### config.mk
export PLATFORM = sky130hd
export DESIGN_NAME = s2l_fifo
export DESIGN_NICKNAME = d
export VERILOG_FILES = /design/src/rtl/s2l_pkg.sv /design/src/rtl/s2l_fifo.sv
export SDC_FILE = /design/constraint.sdc
export NUM_CORES = 1
export LEC_CHECK = 0
export ABC_AREA = 1
export BUFFER_PORTS_ARGS = -buffer_cell sky130_fd_sc_hd__buf_2
export CORE_ASPECT_RATIO = 0.75
export CORE_UTILIZATION = 38
export CTS_CLUSTER_SIZE = 40
export DETAILED_ROUTE_END_ITERATION = 10
export PLACE_DENSITY = 0.65
export SLEW_MARGIN = 20
export SYNTH_ARGS = -nofsm -noshare
export SYNTH_HDL_FRONTEND = slang
export SYNTH_SLANG_ARGS = --single-unit
### constraint.sdc
create_clock -name i_clk -period 14.5 [get_ports i_clk]
set_clock_uncertainty 0.05 [all_clocks]
set_input_delay 3.625 -clock i_clk [delete_from_list [all_inputs] [get_ports i_clk]]
set_output_delay 3.625 -clock i_clk [all_outputs]
set_load 0.01 [all_outputs]
### src/rtl/s2l_pkg.sv
`default_nettype none
// ============================================================================
// s2l_pkg: shared types, constants and tables for the sRGB to CIELAB converter
// Holds the Q30 formats, the divide-by-constant factors and the gamma table.
// ============================================================================
package s2l_pkg;

    localparam int FRAC_BITS = 8;
    localparam int QB        = 30;
    localparam int LW        = QB + 1;          // width of a Q30 value up to 2.0
    localparam int XW        = 47;              // width of a scaled matrix sum
    localparam int CB_BITS   = LW;              // cube root result bits
    localparam int OW        = 42;              // signed L, a, b before rounding
    localparam int SH        = QB - FRAC_BITS;

    localparam int FIFO_DEPTH = 4;
    localparam int FIFO_AW    = $clog2(FIFO_DEPTH);

    // Front of back end (8) + cube root (2 per bit) + scale and round (2).
    localparam int BACK_STAGES = 8 + 2 * CB_BITS + 2;

    localparam logic [LW-1:0] LAB_OFFSET = LW'((64'd16 << QB) / 116);
    localparam logic [LW-1:0] LAB_TH     = LW'((64'd8856 << QB) / 1000000);

    localparam int L_MAX_RAW = 100 << FRAC_BITS;
    localparam int L_MAX     = (L_MAX_RAW > 32767) ? 32767 : L_MAX_RAW;

    // Matrix rows for X (pre-scaled by 10), Y and Z (pre-scaled by 10).
    localparam logic [16:0] MAT [3][3] = '{
        '{17'd41240, 17'd35760, 17'd18050},
        '{17'd2126,  17'd7152,  17'd722},
        '{17'd1930,  17'd11920, 17'd95050}
    };

    // Division by a constant: q = floor(x * M / 2^K), then one correction.
    localparam logic [16:0] DIV_D [3] = '{17'd95047, 17'd10000, 17'd108883};
    localparam int          DIV_K [3] = '{47, 44, 47};
    localparam logic [31:0] DIV_M [3] = '{
        32'((64'd1 << 47) / 95047),
        32'((64'd1 << 44) / 10000),
        32'((64'd1 << 47) / 108883)
    };

    localparam int          LIN_DIV_K = 37;
    localparam logic [31:0] LIN_DIV_M = 32'((64'd1 << 37) / 1000);

    typedef logic [LW-1:0] t_q30;

    typedef struct packed {
        t_q30 red;
        t_q30 green;
        t_q30 blue;
    } t_lin_px;

    typedef t_q30 t_lin_tbl [256];

    // Linear light of one 8-bit sRGB code, evaluated at elaboration only.
    function automatic t_q30 lin_val(int unsigned c);
        longint unsigned t;
        longint unsigned t2;
        longint unsigned r;
        longint unsigned cand;
        longint unsigned p;
        int i;
        if (c * 100000 > 1031475) begin
            t  = (64'(1000 * c + 14025) << QB) / 269025;
            t2 = (t * t) >> QB;
            r  = 0;
            for (i = 30; i >= 0; i--) begin
                cand = r | (64'd1 << i);
                if (cand <= (64'd1 << QB)) begin
                    p = (cand * cand) >> QB;
                    p = (p * cand) >> QB;
                    p = (p * cand) >> QB;
                    p = (p * cand) >> QB;
                    if (p <= t2) begin
                        r = cand;
                    end
                end
            end
            return LW'((t2 * r) >> QB);
        end
        return LW'(((64'(c) << QB) * 100) / 329460);
    endfunction

    function automatic t_lin_tbl build_lin();
        t_lin_tbl tbl;
        for (int c = 0; c < 256; c++) begin
            tbl[c] = lin_val(c);
        end
        return tbl;
    endfunction

    localparam t_lin_tbl LIN_TBL = build_lin();

endpackage
`default_nettype wire

### src/rtl/s2l_fifo.sv
`default_nettype none
// ============================================================================
// s2l_fifo: short queue between the front end and the arithmetic pipeline
// Small register FIFO so that input and pipeline stall independently.
// ============================================================================
module s2l_fifo
    import s2l_pkg::*;
(
    input  wire logic    i_clk,
    input  wire logic    i_rst_n,
    input  wire logic    i_push,
    input  wire t_lin_px i_data,
    output logic         o_full,
    input  wire logic    i_pop,
    output t_lin_px      o_data,
    output logic         o_empty
);

    t_lin_px                r_mem [FIFO_DEPTH];
    logic [FIFO_AW-1:0]     r_wr, n_wr;
    logic [FIFO_AW-1:0]     r_rd, n_rd;
    logic [FIFO_AW:0]       r_cnt, n_cnt;
    logic                   s_wr_en;
    logic                   s_rd_en;

    assign o_full  = (r_cnt == (FIFO_AW + 1)'(FIFO_DEPTH));
    assign o_empty = (r_cnt == '0);
    assign s_wr_en = i_push && !o_full;
    assign s_rd_en = i_pop && !o_empty;
    assign o_data  = r_mem[r_rd];

    always_comb begin
        n_wr  = s_wr_en ? r_wr + 1'b1 : r_wr;
        n_rd  = s_rd_en ? r_rd + 1'b1 : r_rd;
        n_cnt = r_cnt + (FIFO_AW + 1)'(s_wr_en) - (FIFO_AW + 1)'(s_rd_en);
    end

    always_ff @(posedge i_clk) begin
        if (!i_rst_n) begin
            r_wr  <= '0;
            r_rd  <= '0;
            r_cnt <= '0;
        end else begin
            r_wr  <= n_wr;
            r_rd  <= n_rd;
            r_cnt <= n_cnt;
        end
    end

    always_ff @(posedge i_clk) begin
        if (s_wr_en) begin
            r_mem[r_wr] <= i_data;
        end
    end

endmodule
`default_nettype wire

==> impl_results.md <==
* Run status: finished clean
* Post-CTS sizing at 0
* Die width at approximately 230 µm
* Core Box Area at 36,300 µm²
* Syn nets at ~1,100
* Hold Path Depth at 2
* Post-Synthesis Cell Area at about 14,000 µm²
* Power density over the cells at 174 nW/µm²
* Max-capacitance violation count at 0
* Htree depth at 2
* Area Growth Syn to Fin at 17.2%
* RSZ-0062 raised after global routing: false
* Via count at 8,487
* Synth area leader: edfxtp_1
* Asr flop ratio synth at 0%
* Crit end category: output pin
* Post-synth EDFFs at about 370
* Mean Syn Cell Area at roughly 15 µm²
* Maximum clock rate at roughly 140 MHz
* Cts hold-fix bufs at 0
* GR Util All Layers at 16.7%
* Peak supply drop at approximately 0.10 mV
* Die ar. at 38,200 µm²
* DR iter-0 viols at 705
* Ranking of synthesized cells by area: edfxtp_1, nor2_1, o21ai_0
* Crit Path Max Fanout at 94
* Final worst path period share at 48.0%
* Worst-path clk slew at 0.06 ns
* Multi-input gate area at roughly 2500 µm²
* Drt wl/cell at about 19 µm
* Vias per inst at 5.08
* Largest net degree at the start of global routing at 96
* CTS tree: done
* R2R depth at 6
* Number of global-route vias before repair at 7,931
* Final nets at 1,253
* Library cells used by synthesis at 18
* Site row count at 60
* Post-DP HPWL at about 19,000 µm
* Worst Hold Class: reg -> reg
* Worst Max-Slew Pin Slew at 0.973 ns
* TritonCTS Buffers at 36
* Final Slew Violations at 0
* Sink Count at 381
* Final hold vios at 0
* Slew HR at 35.1%
* Post-CTS setup buffer count at 0
* WHS at 0.439 ns
* Filler cells at 3,274
* Worst r2r src: r_cnt[1]$_SDFF_PN0_
* P_leak at 5.78 nW
* TNS Setup at 0 ns
* Sequential area share after synthesis at 79.8%
* DRC at 0
* IO Pins at 192
* Kind of start point of the critical path: register
* Tot Pwr at 0.00291 W
* Yosys reg bits at 381
* Final min period at 6.96 ns
* Yosys warnings at 0
* Synth Flop Type: edfxtp_1
* Die Span Y at 170 µm
* ANT nets after route at 0
* CTS max path bufs at 3
* Initial Utilization at between 30% and 40%
* Final-report setup violation count at 0
* Reg2reg setup slack at 11.29 ns
* CTS root buffer: clkbuf_16
* Antenna violations before repair at 11
* DR pass1 iterations at 5
* HP Start: r_rd[0]$_SDFFE_PN0P_
* Share of cells above drive strength 1 at 22.3%
* Yosys top cell area share at 78.5%
* Final WL at 32,400 µm
* First-pass GRT wire length at slightly below 50,000 µm
* CP arrival at between 3 and 4 ns
* WS Path Type: reg -> out
* Register area at approximately 11,000 µm²
* GPL Wtd Cong at around 0.74
* Final core utilization at ~46%
* Worst Path Required at 10.82 ns
* Post-Syn Instances at 967
* PortBufs at 191
* Clock latency on the worst-skew pair at 0.51 ns
* Grt ovf at 0
* Worst reg2reg endpoint: r_mem[3][31]$_DFFE_PP_
* Hold EP: r_rd[0]$_SDFFE_PN0P_
-- flip-flops by register name, summed over array words and instances (netlist names), named ones only --
register and count:
r_rd 2, r_cnt 3, r_wr 2, r_mem 372
-- cell usage after synthesis (9+ instances only) --
| master | count |
|---|---|
| edfxtp_1 | 372 |
| buf_6 | 12 |
| inv_1 | 18 |
| o21ai_0 | 136 |
| o21ai_1 | 50 |
| clkbuf_1 | 28 |
| nor2_1 | 198 |
| nand2_1 | 14 |
| buf_2 | 12 |
| dfxtp_1 | 9 |
| o22ai_1 | 93 |
-- worst max-delay path, stage by stage (launching register included) --
cell and delay, ns:
dfxtp_4 0.37, buf_4 0.70, buf_4 0.83, o21ai_0 0.22
o22ai_1 0.37, buf_2 0.20
-- layout make-up --
cell class | instances | share of cell area, %
clock buffer | 41 | 5.64
timing repair buffer | 204 | 6.32
tap | 496 | 3.72
sequential | 381 | 68.1
clock inverter | 18 | 0.840
multi-input combinational | 507 | 14.9
antenna | 4 | 0.0600
inverter | 19 | 0.458
-- metrics by stage --
stage               cells  instance area [µm²]  setup WS [ns]
floorplan             967                14200           6.29
global placement     1607                15600           8.14
detailed placement   1607                15600           8.09
CTS                  1666                16700           7.54
global route         1669                16700           7.31
finish               1670                16700           7.54
-- routing by layer --
layer  global-route usage [%]  share of wire, %  vias to the layer above
met3                     5.11               8.2                       59
met4                     4.41               1.7                       12
met1                     22.2                42                     4133
met2                     26.4                47                      284
li1                         -                 -                     3999
met5                        0              0.25                        -
-- power breakdown --
part           switching [W]  internal, W
logic               0.000451     0.000198
registers          0.0000289      0.00134
clock network       0.000388     0.000499
-- cell families (layout without fill, tap and decap cells) --
| kind of cell | count (synthesis) | count (layout) | share of synthesized area (%) |
|---|---|---|---|
| buffers and inverters | 79 | 282 | 3.02 |
| AO/OA/AOI/OAI | 284 | 284 | 10.8 |
| other | 0 | 4 | 0 |
| AND/OR/NAND/NOR | 216 | 216 | 5.73 |
| adder cells (fa/ha/maj) | 7 | 7 | 0.668 |
| flip-flops | 381 | 381 | 79.8 |
-- layout by cell type, fill, tap and decap left out --
cell and count:
fa_1 1, dfxtp_1 7, clkinv_2 7, o22ai_1 93
dfxtp_4 1, clkinv_1 6, nand2_1 14, edfxtp_1 372
buf_4 13, nand3_1 4, o21ai_0 136, clkbuf_16 37
nor2_1 194, diode_2 4, inv_2 1, bufinv_16 2
a21oi_1 5, clkbuf_1 4, o21ai_1 50, ha_1 6
inv_6 1, clkinvlp_4 3, buf_2 191, inv_1 17
nor2_4 4, dfxtp_2 1
-- worst max-delay path by stage --
stage,cells after the start,start,slack [ns],to
4_1_cts,5,register,7.54,o_data[81]
3_3_place_gp,5,i_push,8.14,r_mem[3][35]$_DFFE_PP_
2_1_floorplan,2,i_push,6.29,r_mem[0][0]$_DFFE_PP_
3_5_place_dp,5,register,8.09,o_data[81]
5_1_grt,5,register,7.31,o_data[81]
6_report,5,register,7.54,o_data[81]
No activity file was read; power rests on OpenSTA's default activity.
